--- src/design/sspr_pkg.sv ---
// Shared constants, types and helpers of the servo status packet receiver.
`timescale 1ns / 1ps
package sspr_pkg;

  // Largest parameter store the index field can address.
  localparam int unsigned StoreCap      = 32;
  localparam int unsigned MaxParamsDef  = 32;

  localparam logic       OpByte         = 1'b0;
  localparam logic       OpTimeout      = 1'b1;

  localparam logic       KindStatus     = 1'b0;
  localparam logic       KindParam      = 1'b1;

  localparam logic [3:0] StOk           = 4'd0;
  localparam logic [3:0] StTimeout      = 4'd1;
  localparam logic [3:0] StChecksum     = 4'd2;
  localparam logic [3:0] StStart        = 4'd3;
  localparam logic [3:0] StId           = 4'd4;
  localparam logic [3:0] StInstruction  = 4'd5;
  localparam logic [3:0] StOverload     = 4'd6;
  localparam logic [3:0] StServoSum     = 4'd7;
  localparam logic [3:0] StRange        = 4'd8;
  localparam logic [3:0] StOverheat     = 4'd9;
  localparam logic [3:0] StAngleLimit   = 4'd10;
  localparam logic [3:0] StVoltage      = 4'd11;
  localparam logic [3:0] StLength       = 4'd12;

  localparam logic [7:0] StartByte      = 8'hff;
  localparam logic [5:0] PosId          = 6'd2;
  localparam logic [5:0] PosLength      = 6'd3;
  localparam logic [5:0] PosError       = 6'd4;
  localparam logic [5:0] ParamFirst     = 6'd5;
  localparam logic [5:0] LenOverhead    = 6'd4;
  localparam logic [7:0] MinLen         = 8'd2;

  typedef struct packed {
    logic       valid;
    logic [3:0] status;
    logic [5:0] nparams;
  } evt_t;

  // Highest set error bit wins; bit 7 maps to no code.
  function automatic logic [3:0] servo_err_code(input logic [7:0] e);
    logic [3:0] code;
    code = StOk;
    if (e[0]) code = StVoltage;
    if (e[1]) code = StAngleLimit;
    if (e[2]) code = StOverheat;
    if (e[3]) code = StRange;
    if (e[4]) code = StServoSum;
    if (e[5]) code = StOverload;
    if (e[6]) code = StInstruction;
    return code;
  endfunction

endpackage

--- src/design/sspr_ifs.sv ---
// Valid/ready channel interfaces for received words and result words.
`timescale 1ns / 1ps
interface sspr_in_if;
  logic       valid;
  logic       ready;
  logic       op;
  logic [7:0] rx_byte;

  modport source (output valid, output op, output rx_byte, input ready);
  modport sink   (input valid, input op, input rx_byte, output ready);
endinterface

interface sspr_out_if;
  logic       valid;
  logic       ready;
  logic       kind;
  logic [3:0] status;
  logic [7:0] param_byte;
  logic [4:0] param_index;
  logic       last;

  modport source (output valid, output kind, output status, output param_byte,
                  output param_index, output last, input ready);
  modport sink   (input valid, input kind, input status, input param_byte,
                  input param_index, input last, output ready);
endinterface

--- src/design/sspr_param_ram.sv ---
// Parameter store: one write port, one registered read port.
`timescale 1ns / 1ps
module sspr_param_ram #(
  parameter int unsigned DEPTH = 32,
  parameter int unsigned AW    = 5
) (
  input  logic          clk_i,
  input  logic          we_i,
  input  logic [AW-1:0] waddr_i,
  input  logic [7:0]    wdata_i,
  input  logic          re_i,
  input  logic [AW-1:0] raddr_i,
  output logic [7:0]    rdata_o
);

  logic [7:0] mem [DEPTH];

  always_ff @(posedge clk_i) begin
    if (we_i) begin
      mem[waddr_i] <= wdata_i;
    end
  end

  always_ff @(posedge clk_i) begin
    if (re_i) begin
      rdata_o <= mem[raddr_i];
    end
  end

endmodule

--- src/design/sspr_frame_ctl.sv ---
// Packet parser: byte position, length and checksum tracking, final checks.
`timescale 1ns / 1ps
module sspr_frame_ctl #(
  parameter int unsigned CAP = 32,
  parameter int unsigned AW  = 5
) (
  input  logic          clk_i,
  input  logic          rst_ni,
  input  logic          acc_i,
  input  logic          op_i,
  input  logic [7:0]    byte_i,
  input  logic          cfg_we_i,
  input  logic [7:0]    cfg_wdata_i,
  output logic          wr_en_o,
  output logic [AW-1:0] wr_addr_o,
  output logic [7:0]    wr_data_o,
  output sspr_pkg::evt_t evt_o
);
  import sspr_pkg::*;

  localparam logic [8:0] LenMax = 9'(CAP + 2);

  logic [5:0] cnt_q,   cnt_d;
  logic [5:0] total_q, total_d;
  logic [7:0] sum_q,   sum_d;
  logic       start_ok_q, start_ok_d;
  logic [7:0] id_q,    id_d;
  logic [7:0] err_q,   err_d;
  logic [7:0] exp_id_q;
  logic       restart;
  logic [5:0] np;
  logic [3:0] st;
  logic [5:0] pidx;

  assign np   = total_q - (LenOverhead + 6'(MinLen));
  assign pidx = cnt_q - ParamFirst;

  always_comb begin
    cnt_d      = cnt_q;
    total_d    = total_q;
    sum_d      = sum_q;
    start_ok_d = start_ok_q;
    id_d       = id_q;
    err_d      = err_q;
    restart    = 1'b0;
    evt_o      = '0;
    wr_en_o    = 1'b0;
    wr_addr_o  = pidx[AW-1:0];
    wr_data_o  = byte_i;
    st         = StOk;
    if (byte_i != ~sum_q) begin
      st = StChecksum;
    end else if (!start_ok_q) begin
      st = StStart;
    end else if (id_q != exp_id_q) begin
      st = StId;
    end else begin
      st = servo_err_code(err_q);
    end

    if (acc_i) begin
      if (op_i == OpTimeout) begin
        evt_o.valid  = 1'b1;
        evt_o.status = StTimeout;
        restart      = 1'b1;
      end else if (cnt_q < PosId) begin
        if (byte_i != StartByte) start_ok_d = 1'b0;
        cnt_d = cnt_q + 6'd1;
      end else if (cnt_q == PosId) begin
        id_d  = byte_i;
        sum_d = sum_q + byte_i;
        cnt_d = cnt_q + 6'd1;
      end else if (cnt_q == PosLength) begin
        if (byte_i < MinLen || {1'b0, byte_i} > LenMax) begin
          evt_o.valid  = 1'b1;
          evt_o.status = StLength;
          restart      = 1'b1;
        end else begin
          total_d = byte_i[5:0] + LenOverhead;
          sum_d   = sum_q + byte_i;
          cnt_d   = cnt_q + 6'd1;
        end
      end else if (cnt_q == PosError) begin
        err_d = byte_i;
        sum_d = sum_q + byte_i;
        cnt_d = cnt_q + 6'd1;
      end else if (cnt_q + 6'd1 < total_q) begin
        wr_en_o = 1'b1;
        sum_d   = sum_q + byte_i;
        cnt_d   = cnt_q + 6'd1;
      end else begin
        // checksum word closes the frame
        evt_o.valid   = 1'b1;
        evt_o.status  = st;
        evt_o.nparams = (st == StOk) ? np : 6'd0;
        restart       = 1'b1;
      end
    end

    if (restart) begin
      cnt_d      = '0;
      total_d    = '0;
      sum_d      = '0;
      start_ok_d = 1'b1;
      id_d       = '0;
      err_d      = '0;
    end
  end

  always_ff @(posedge clk_i or negedge rst_ni) begin
    if (!rst_ni) begin
      cnt_q      <= '0;
      total_q    <= '0;
      sum_q      <= '0;
      start_ok_q <= 1'b1;
      id_q       <= '0;
      err_q      <= '0;
      exp_id_q   <= 8'd1;
    end else begin
      cnt_q      <= cnt_d;
      total_q    <= total_d;
      sum_q      <= sum_d;
      start_ok_q <= start_ok_d;
      id_q       <= id_d;
      err_q      <= err_d;
      if (cfg_we_i) begin
        exp_id_q <= cfg_wdata_i;
      end
    end
  end

endmodule

--- src/design/sspr_emit.sv ---
// Result sequencer: status word, then parameter words streamed from the store.
`timescale 1ns / 1ps
module sspr_emit #(
  parameter int unsigned AW = 5
) (
  input  logic           clk_i,
  input  logic           rst_ni,
  input  sspr_pkg::evt_t evt_i,
  input  logic           out_ready_i,
  output logic           out_valid_o,
  output logic           kind_o,
  output logic [3:0]     status_o,
  output logic [7:0]     param_byte_o,
  output logic [4:0]     param_index_o,
  output logic           last_o,
  output logic           busy_o,
  output logic           re_o,
  output logic [AW-1:0]  raddr_o,
  input  logic [7:0]     rdata_i
);
  import sspr_pkg::*;

  logic       ov_q, ov_d;
  logic       busy_q, busy_d;
  logic       dv_q, dv_d;
  logic [5:0] np_q, np_d;
  logic [5:0] rd_cnt_q, rd_cnt_d;
  logic [5:0] out_cnt_q, out_cnt_d;
  logic       kind_q, kind_d;
  logic [3:0] status_q, status_d;
  logic [7:0] pbyte_q, pbyte_d;
  logic [4:0] pidx_q, pidx_d;
  logic       last_q, last_d;
  logic       out_free;
  logic       issue;
  logic       load_p;

  assign out_free = !ov_q || out_ready_i;
  // read one entry ahead while the fetched word has a place to go
  assign issue    = busy_q && (rd_cnt_q != np_q) && (!dv_q || out_free);
  assign load_p   = busy_q && dv_q && out_free;
  assign re_o     = issue;
  assign raddr_o  = rd_cnt_q[AW-1:0];

  always_comb begin
    ov_d      = ov_q && !out_ready_i;
    busy_d    = busy_q;
    dv_d      = dv_q;
    np_d      = np_q;
    rd_cnt_d  = rd_cnt_q;
    out_cnt_d = out_cnt_q;
    kind_d    = kind_q;
    status_d  = status_q;
    pbyte_d   = pbyte_q;
    pidx_d    = pidx_q;
    last_d    = last_q;
    if (evt_i.valid) begin
      ov_d      = 1'b1;
      kind_d    = KindStatus;
      status_d  = evt_i.status;
      pbyte_d   = '0;
      pidx_d    = '0;
      last_d    = (evt_i.nparams == 6'd0);
      busy_d    = (evt_i.nparams != 6'd0);
      np_d      = evt_i.nparams;
      rd_cnt_d  = '0;
      out_cnt_d = '0;
      dv_d      = 1'b0;
    end else begin
      if (load_p) begin
        ov_d      = 1'b1;
        kind_d    = KindParam;
        status_d  = StOk;
        pbyte_d   = rdata_i;
        pidx_d    = out_cnt_q[4:0];
        last_d    = (out_cnt_q + 6'd1 == np_q);
        out_cnt_d = out_cnt_q + 6'd1;
        if (out_cnt_q + 6'd1 == np_q) busy_d = 1'b0;
      end
      if (issue) begin
        rd_cnt_d = rd_cnt_q + 6'd1;
        dv_d     = 1'b1;
      end else if (load_p) begin
        dv_d = 1'b0;
      end
    end
  end

  always_ff @(posedge clk_i or negedge rst_ni) begin
    if (!rst_ni) begin
      ov_q      <= 1'b0;
      busy_q    <= 1'b0;
      dv_q      <= 1'b0;
      np_q      <= '0;
      rd_cnt_q  <= '0;
      out_cnt_q <= '0;
    end else begin
      ov_q      <= ov_d;
      busy_q    <= busy_d;
      dv_q      <= dv_d;
      np_q      <= np_d;
      rd_cnt_q  <= rd_cnt_d;
      out_cnt_q <= out_cnt_d;
    end
  end

  always_ff @(posedge clk_i) begin
    kind_q   <= kind_d;
    status_q <= status_d;
    pbyte_q  <= pbyte_d;
    pidx_q   <= pidx_d;
    last_q   <= last_d;
  end

  assign out_valid_o   = ov_q;
  assign kind_o        = kind_q;
  assign status_o      = status_q;
  assign param_byte_o  = pbyte_q;
  assign param_index_o = pidx_q;
  assign last_o        = last_q;
  assign busy_o        = busy_q;

endmodule

--- src/design/servo_status_packet_receiver_unit.sv ---
// Top level of the servo status packet receiver.
//
// in_i carries one word per handshake: a received UART byte (op 0) or a read
// timeout event (op 1). out_o delivers result words: one status word per
// finished packet, timeout or bad length, followed on a good packet by its
// parameter words in order; last marks the final word caused by an input.
// cfg_we_i/cfg_wdata_i write the expected servo ID (reset value 1).
//
// A result appears on out_o in the cycle after the word that causes it is
// accepted. A word that closes no packet produces nothing and the next word
// may follow in the next cycle. A good packet with N parameters adds N
// parameter words, read from the parameter store one entry ahead: the first
// follows the status word once its store read has returned, the rest at one
// per cycle while the receiver takes them. in_i.ready stays low until the
// last one is loaded. Otherwise in_i.ready is high whenever the output word
// is empty or being taken. A stalled receiver holds the output word and
// stalls in_i.
// Reset clears the frame state and the output valid flag; the parameter store
// is not cleared, since every entry read was written in the same frame.
`timescale 1ns / 1ps
module servo_status_packet_receiver_unit #(
  parameter int unsigned MAX_PARAMS = sspr_pkg::MaxParamsDef
) (
  input  logic              clk_i,
  input  logic              rst_ni,
  sspr_in_if.sink           in_i,
  sspr_out_if.source        out_o,
  input  logic              cfg_we_i,
  input  logic [7:0]        cfg_wdata_i
);
  import sspr_pkg::*;

  localparam int unsigned Cap = (MAX_PARAMS < StoreCap) ? MAX_PARAMS : StoreCap;
  localparam int unsigned AW  = (Cap > 1) ? $clog2(Cap) : 1;

  logic          acc;
  logic          busy;
  logic          ov;
  logic          wr_en;
  logic [AW-1:0] wr_addr;
  logic [7:0]    wr_data;
  logic          re;
  logic [AW-1:0] raddr;
  logic [7:0]    rdata;
  evt_t          evt;

  assign in_i.ready  = !busy && (!ov || out_o.ready);
  assign acc         = in_i.valid && in_i.ready;
  assign out_o.valid = ov;

  sspr_frame_ctl #(.CAP(Cap), .AW(AW)) u_frame (
    .clk_i      (clk_i),
    .rst_ni     (rst_ni),
    .acc_i      (acc),
    .op_i       (in_i.op),
    .byte_i     (in_i.rx_byte),
    .cfg_we_i   (cfg_we_i),
    .cfg_wdata_i(cfg_wdata_i),
    .wr_en_o    (wr_en),
    .wr_addr_o  (wr_addr),
    .wr_data_o  (wr_data),
    .evt_o      (evt)
  );

  sspr_param_ram #(.DEPTH(Cap), .AW(AW)) u_ram (
    .clk_i  (clk_i),
    .we_i   (wr_en),
    .waddr_i(wr_addr),
    .wdata_i(wr_data),
    .re_i   (re),
    .raddr_i(raddr),
    .rdata_o(rdata)
  );

  sspr_emit #(.AW(AW)) u_emit (
    .clk_i        (clk_i),
    .rst_ni       (rst_ni),
    .evt_i        (evt),
    .out_ready_i  (out_o.ready),
    .out_valid_o  (ov),
    .kind_o       (out_o.kind),
    .status_o     (out_o.status),
    .param_byte_o (out_o.param_byte),
    .param_index_o(out_o.param_index),
    .last_o       (out_o.last),
    .busy_o       (busy),
    .re_o         (re),
    .raddr_o      (raddr),
    .rdata_i      (rdata)
  );

endmodule

--- src/flat_wrapper.sv ---
// flat-port wrapper written by rule: the top's interface ports become plain ports
module servo_status_packet_receiver_unit_flat import sspr_pkg::*;
#(
  parameter int unsigned MAX_PARAMS = sspr_pkg::MaxParamsDef
)
  (clk_i, rst_ni, cfg_we_i, cfg_wdata_i, in_i_valid, in_i_op, in_i_rx_byte, in_i_ready, out_o_valid, out_o_kind, out_o_status, out_o_param_byte, out_o_param_index, out_o_last, out_o_ready);
  sspr_in_if in_i_i ();
  sspr_out_if out_o_i ();
  input  logic clk_i;
  input  logic rst_ni;
  input  logic cfg_we_i;
  input  logic [7:0] cfg_wdata_i;
  input wire logic [$bits(in_i_i.valid)-1:0] in_i_valid;
  input wire logic [$bits(in_i_i.op)-1:0] in_i_op;
  input wire logic [$bits(in_i_i.rx_byte)-1:0] in_i_rx_byte;
  output wire logic [$bits(in_i_i.ready)-1:0] in_i_ready;
  output wire logic [$bits(out_o_i.valid)-1:0] out_o_valid;
  output wire logic [$bits(out_o_i.kind)-1:0] out_o_kind;
  output wire logic [$bits(out_o_i.status)-1:0] out_o_status;
  output wire logic [$bits(out_o_i.param_byte)-1:0] out_o_param_byte;
  output wire logic [$bits(out_o_i.param_index)-1:0] out_o_param_index;
  output wire logic [$bits(out_o_i.last)-1:0] out_o_last;
  input wire logic [$bits(out_o_i.ready)-1:0] out_o_ready;
  assign in_i_i.valid = in_i_valid;
  assign in_i_i.op = in_i_op;
  assign in_i_i.rx_byte = in_i_rx_byte;
  assign in_i_ready = in_i_i.ready;
  assign out_o_valid = out_o_i.valid;
  assign out_o_kind = out_o_i.kind;
  assign out_o_status = out_o_i.status;
  assign out_o_param_byte = out_o_i.param_byte;
  assign out_o_param_index = out_o_i.param_index;
  assign out_o_last = out_o_i.last;
  assign out_o_i.ready = out_o_ready;
  servo_status_packet_receiver_unit #(.MAX_PARAMS(MAX_PARAMS)) u_core (.clk_i(clk_i), .rst_ni(rst_ni), .in_i(in_i_i), .out_o(out_o_i), .cfg_we_i(cfg_we_i), .cfg_wdata_i(cfg_wdata_i));
endmodule
--- config.mk ---
export PLATFORM = sky130hd
export DESIGN_NAME = servo_status_packet_receiver_unit_flat
export DESIGN_NICKNAME = d
export VERILOG_FILES = /design/src/design/sspr_pkg.sv /design/src/design/sspr_ifs.sv /design/src/design/sspr_param_ram.sv /design/src/design/sspr_frame_ctl.sv /design/src/design/sspr_emit.sv /design/src/design/servo_status_packet_receiver_unit.sv /design/src/flat_wrapper.sv
export SDC_FILE = /design/constraint.sdc
export NUM_CORES = 1
export LEC_CHECK = 0
export BUFFER_PORTS_ARGS = -buffer_cell sky130_fd_sc_hd__buf_4
export CAP_MARGIN = 20
export CELL_PAD_IN_SITES_DETAIL_PLACEMENT = 1
export CELL_PAD_IN_SITES_GLOBAL_PLACEMENT = 1
export CORE_MARGIN = 10
export CORE_UTILIZATION = 55
export DETAILED_ROUTE_END_ITERATION = 16
export PLACE_DENSITY_LB_ADDON = 0.1
export SYNTH_ARGS = -nofsm -noshare
export SYNTH_HDL_FRONTEND = slang
export SYNTH_HIERARCHICAL = 1
export SYNTH_SLANG_ARGS = --single-unit
--- constraint.sdc ---
create_clock -name clk_i -period 8.1 [get_ports clk_i]
set_input_delay 0.81 -clock clk_i [delete_from_list [all_inputs] [get_ports clk_i]]
set_output_delay 0.81 -clock clk_i [all_outputs]
set_load 0.01 [all_outputs]
==> impl_results.md <==
- Status: finished clean
- CP max FO: 8
- Largest net degree at the start of global routing: just over 70
- Reg-to-reg startpoint: u_core/u_frame/cnt_q[1]
- Internal: about 3.8 mW
- PD cells: ~340 mW/mm^2
- Synth top area share: a little over half
- DIE AREA: approximately 0.034 mm^2
- Drt pass-1 iters: 5
- CP endpoint kind: flop
- Top Metal Used: met4
- Reg power frac: 39.6%
- Synth area leader: edfxtp_1
- Count of placed standard cells including taps: around 1300
- Top-Level Pins: 43
- CTS tree: done
- Synth top area cells: edfxtp_1 (54%), mux4_2 (12%), dfrtp_1 (11%)
- R2R cell count: 9
- R2r setup slk: around 4.0 ns
- Metal-1 WL: around 15000 um
- DR DRC count: 0
- GRT Util Overall: a little over a fifth
- Avg WL per Cell: 27.1 um
- CTS max path bufs: 3
- Clock Pin Slew Worst Setup and Hold Paths: 0.06 ns
- Psw: 1.81 mW
- Antenna violations before repair: 0
- CP Data Required Time: about 8.3 ns
- Core Rows: 60
- Gr ovfl total: 0
- Setup Total Neg Slack: 0 ns
- Max-slew violation count: 0
- Clock sinks: 348
- Non-Filler Instances: 1333
- Worst-Margin Slew: slightly above 1 ns
- Rel. slew slack: between 30% and 40%
- Routability cong.: 0.825
- Post-DP HPWL: roughly 23000 um
- #FFs+latches synth: 348
- Mapped Area: 0.0150 mm^2
- Initial Util: a little under three fifths
- Setup-failing EPs final: 0
- Async S/R FF share, synth: a little under a fifth
- Pwr Total: 5.60 mW
- CP peak stage delay: ~0.8 ns
- Fin nets: between 1000 and 1500
- Hold Buf Count CTS: 0
- Post-CTS setup buffers: 0
- Worst vdd ir: roughly 180 uV
- Routed Antenna Nets: 0
- Number of global-route vias before repair: 8842
- Crit path launch type: flop
- Top_reg_cell synth: edfxtp_1
- Hold Path Class: input port to async pin
- Vias per inst: ~6.3
- P&R area growth vs syn: 11.4%
- FMAX: ~0.24 GHz
- Layout cells sized above 1: a little under a quarter
- Most common cell after layout, fill and taps aside: edfxtp_1
- Clock network power share: a little under 30%
- Crit-path cells: ha_1, nand3_1, xnor2_1, ha_1, a21o_1, a221o_1, nor2_1, nand3_1, nor2_1
- Synthesized area per cell: 16.2 um^2
- H-tree Lvls: 2
- Post-Syn Instances: about 930
- Minimum clock period: roughly 4.1 ns
- Static Leakage: between 5 and 6 nW
- Core box area: between 0.02 and 0.03 mm^2
- Clock Skew: about 0.019 ns
- DR iter-0 viols: roughly 850
- FF-to-FF End: u_core/u_ram/mem[31][6]
- Total routed wirelength: between 30000 and 40000 um
- Synthesized Nets: between 900 and 1000
- Worst EP arrival: ~4.3 ns
- Root buffer cell: clkbuf_16
- YS warnings: 6
- Detailed-route via count: about 8400
- Gate power share: between 30% and 40%
- PostCTS Resize Cnt: 0
- Ant diodes: 0
- First-pass GRT wire length: 55900 um
- CTS Buf Count: 38
- Slowest stage cell, crit path: nor2_1
- Final period utilization: around half
- Net switching fraction of the power: about 32%
- Most frequent cells in the layout: edfxtp_1 (269), nor2_1 (85), mux4_2 (80), dfrtp_1 (61), nand2_1 (56)
- Register area share after synthesis: 66.7%
- Wire length on met3: around 2200 um
- Max-cap check violation count: 0
- Clock Latency Late Sink: between 0.5 and 0.6 ns
- Met2 Wirelength: approximately 18000 um
- Chip Width: about 180 um
- CP Class: flop to flop
- IO Port Bufs: 42
- Unrepaired setup endpoints after global routing: no
- Number of flops mapped to enable cells by yosys: 269
- Chip Height: 185 um
- Final hold violation count: 0
- Number of distinct library cells after synthesis: 64
[synthesized netlist by cell type, drive strengths merged (2+ instances only)]
| master | instances |
|---|---|
| edfxtp | 269 |
| nor2 | 86 |
| mux4 | 80 |
| dfrtp | 63 |
| nand2 | 56 |
| a21oi | 35 |
| buf | 34 |
| inv | 25 |
| mux2 | 24 |
| xor2 | 24 |
| nand3 | 21 |
| ha | 20 |
| clkbuf | 19 |
| xnor2 | 19 |
| mux2i | 18 |
| o21ai | 15 |
| dfxtp | 14 |
| nor3 | 10 |
| nand4 | 7 |
| nor4 | 7 |
| and2 | 6 |
| nand3b | 6 |
| o211ai | 6 |
| and3 | 5 |
| nand2b | 5 |
| nor2b | 5 |
| o22ai | 5 |
| o31ai | 5 |
| or3b | 5 |
| a21o | 3 |
| a221oi | 3 |
| nor3b | 3 |
| or3 | 3 |
| a211oi | 2 |
| dfstp | 2 |
| or2 | 2 |
[power groups by stage]
stage	registers, mW	clock network (mW)	logic [mW]
2_1_floorplan	2.21	0	1.24
3_3_place_gp	2.25	0	1.63
3_5_place_dp	2.26	0	1.69
4_1_cts	2.22	1.70	1.71
5_1_grt	2.24	1.77	1.84
6_report	2.22	1.67	1.71
[how the worst max path moves through the flow]
| stage | from | endpoint | slack (ns) | depth (start not counted) |
|---|---|---|---|---|
| 5_1_grt | u_core/u_frame/cnt_q[2] | u_core/u_ram/mem[28][1] | 3.83 | 9 |
| 6_report | u_core/u_frame/cnt_q[1] | u_core/u_ram/mem[31][6] | 3.99 | 9 |
| 3_5_place_dp | out_o_ready | u_core/u_ram/mem[31][6] | 3.94 | 9 |
| 2_1_floorplan | in_i_rx_byte[2] | u_core/u_emit/last_o | 4.73 | 12 |
| 3_3_place_gp | out_o_ready | u_core/u_ram/mem[30][6] | 4.17 | 9 |
| 4_1_cts | u_core/u_frame/cnt_q[1] | u_core/u_ram/mem[31][6] | 4.06 | 9 |
[metrics by stage]
stage	instance area (um^2)	setup slack (ns)	utilization, %	hold WS (ns)
finish	16700	3.99	62.0	0.387
global placement	15500	4.17	57.5	0.447
CTS	16700	4.06	62.0	0.426
floorplan	15000	4.73	-	0.453
global route	16700	3.83	62.0	0.451
detailed placement	15500	3.94	57.5	0.451
[per-layer routing]
| metal | track usage (%) | vias to the layer above |
|---|---|---|
| li1 | - | 3611 |
| met4 | 6.01 | 0 |
| met5 | 0 | - |
| met1 | 29.6 | 4440 |
| met2 | 35.6 | 327 |
| met3 | 3.49 | 41 |
[kinds of logic after synthesis]
kind of cell | count (synthesis) | synth area share (%)
mux | 122 | 15.0
flops | 348 | 66.7
xor+xnor | 43 | 2.52
fa+ha+maj | 21 | 1.80
buf+inv | 78 | 2.64
simple gates | 231 | 7.51
compound gates | 84 | 3.79
[state kept, by name (all words and copies together) (netlist names), 4 cells and up]
name	count
u_core/u_emit/np_q	6
u_core/u_frame/sum_q	8
u_core/u_frame/exp_id_q	8
u_core/u_ram/mem	256
u_core/u_emit/param_index_o	5
u_core/u_emit/param_byte_o	8
u_core/u_frame/cnt_q	6
u_core/u_ram/rdata_o	8
u_core/u_frame/err_q	7
u_core/u_emit/out_cnt_q	6
u_core/u_emit/rd_cnt_q	6
u_core/u_emit/status_o	4
u_core/u_frame/total_q	6
u_core/u_frame/id_q	8
[cell type report]
class,instances,area [um^2]
sequential,348,9990
timing repair buffer,48,360
inverter,25,93.8
fill,2421,10200
clock buffer,53,1060
multi-input combinational,501,4590
clock inverter,17,154
tap,341,427
[worst max-delay path, delay by kind of cell, from the launching register on]
kind                       cells  cell delay (ns)
and+or+nand+nor                4             1.80
DFF                            1             0.43
adders and majority gates      2             0.62
AOI/OAI and AO/OA              2             0.63
xor gates and xnor gates       1             0.25
Power figures use the tool's default switching activity.
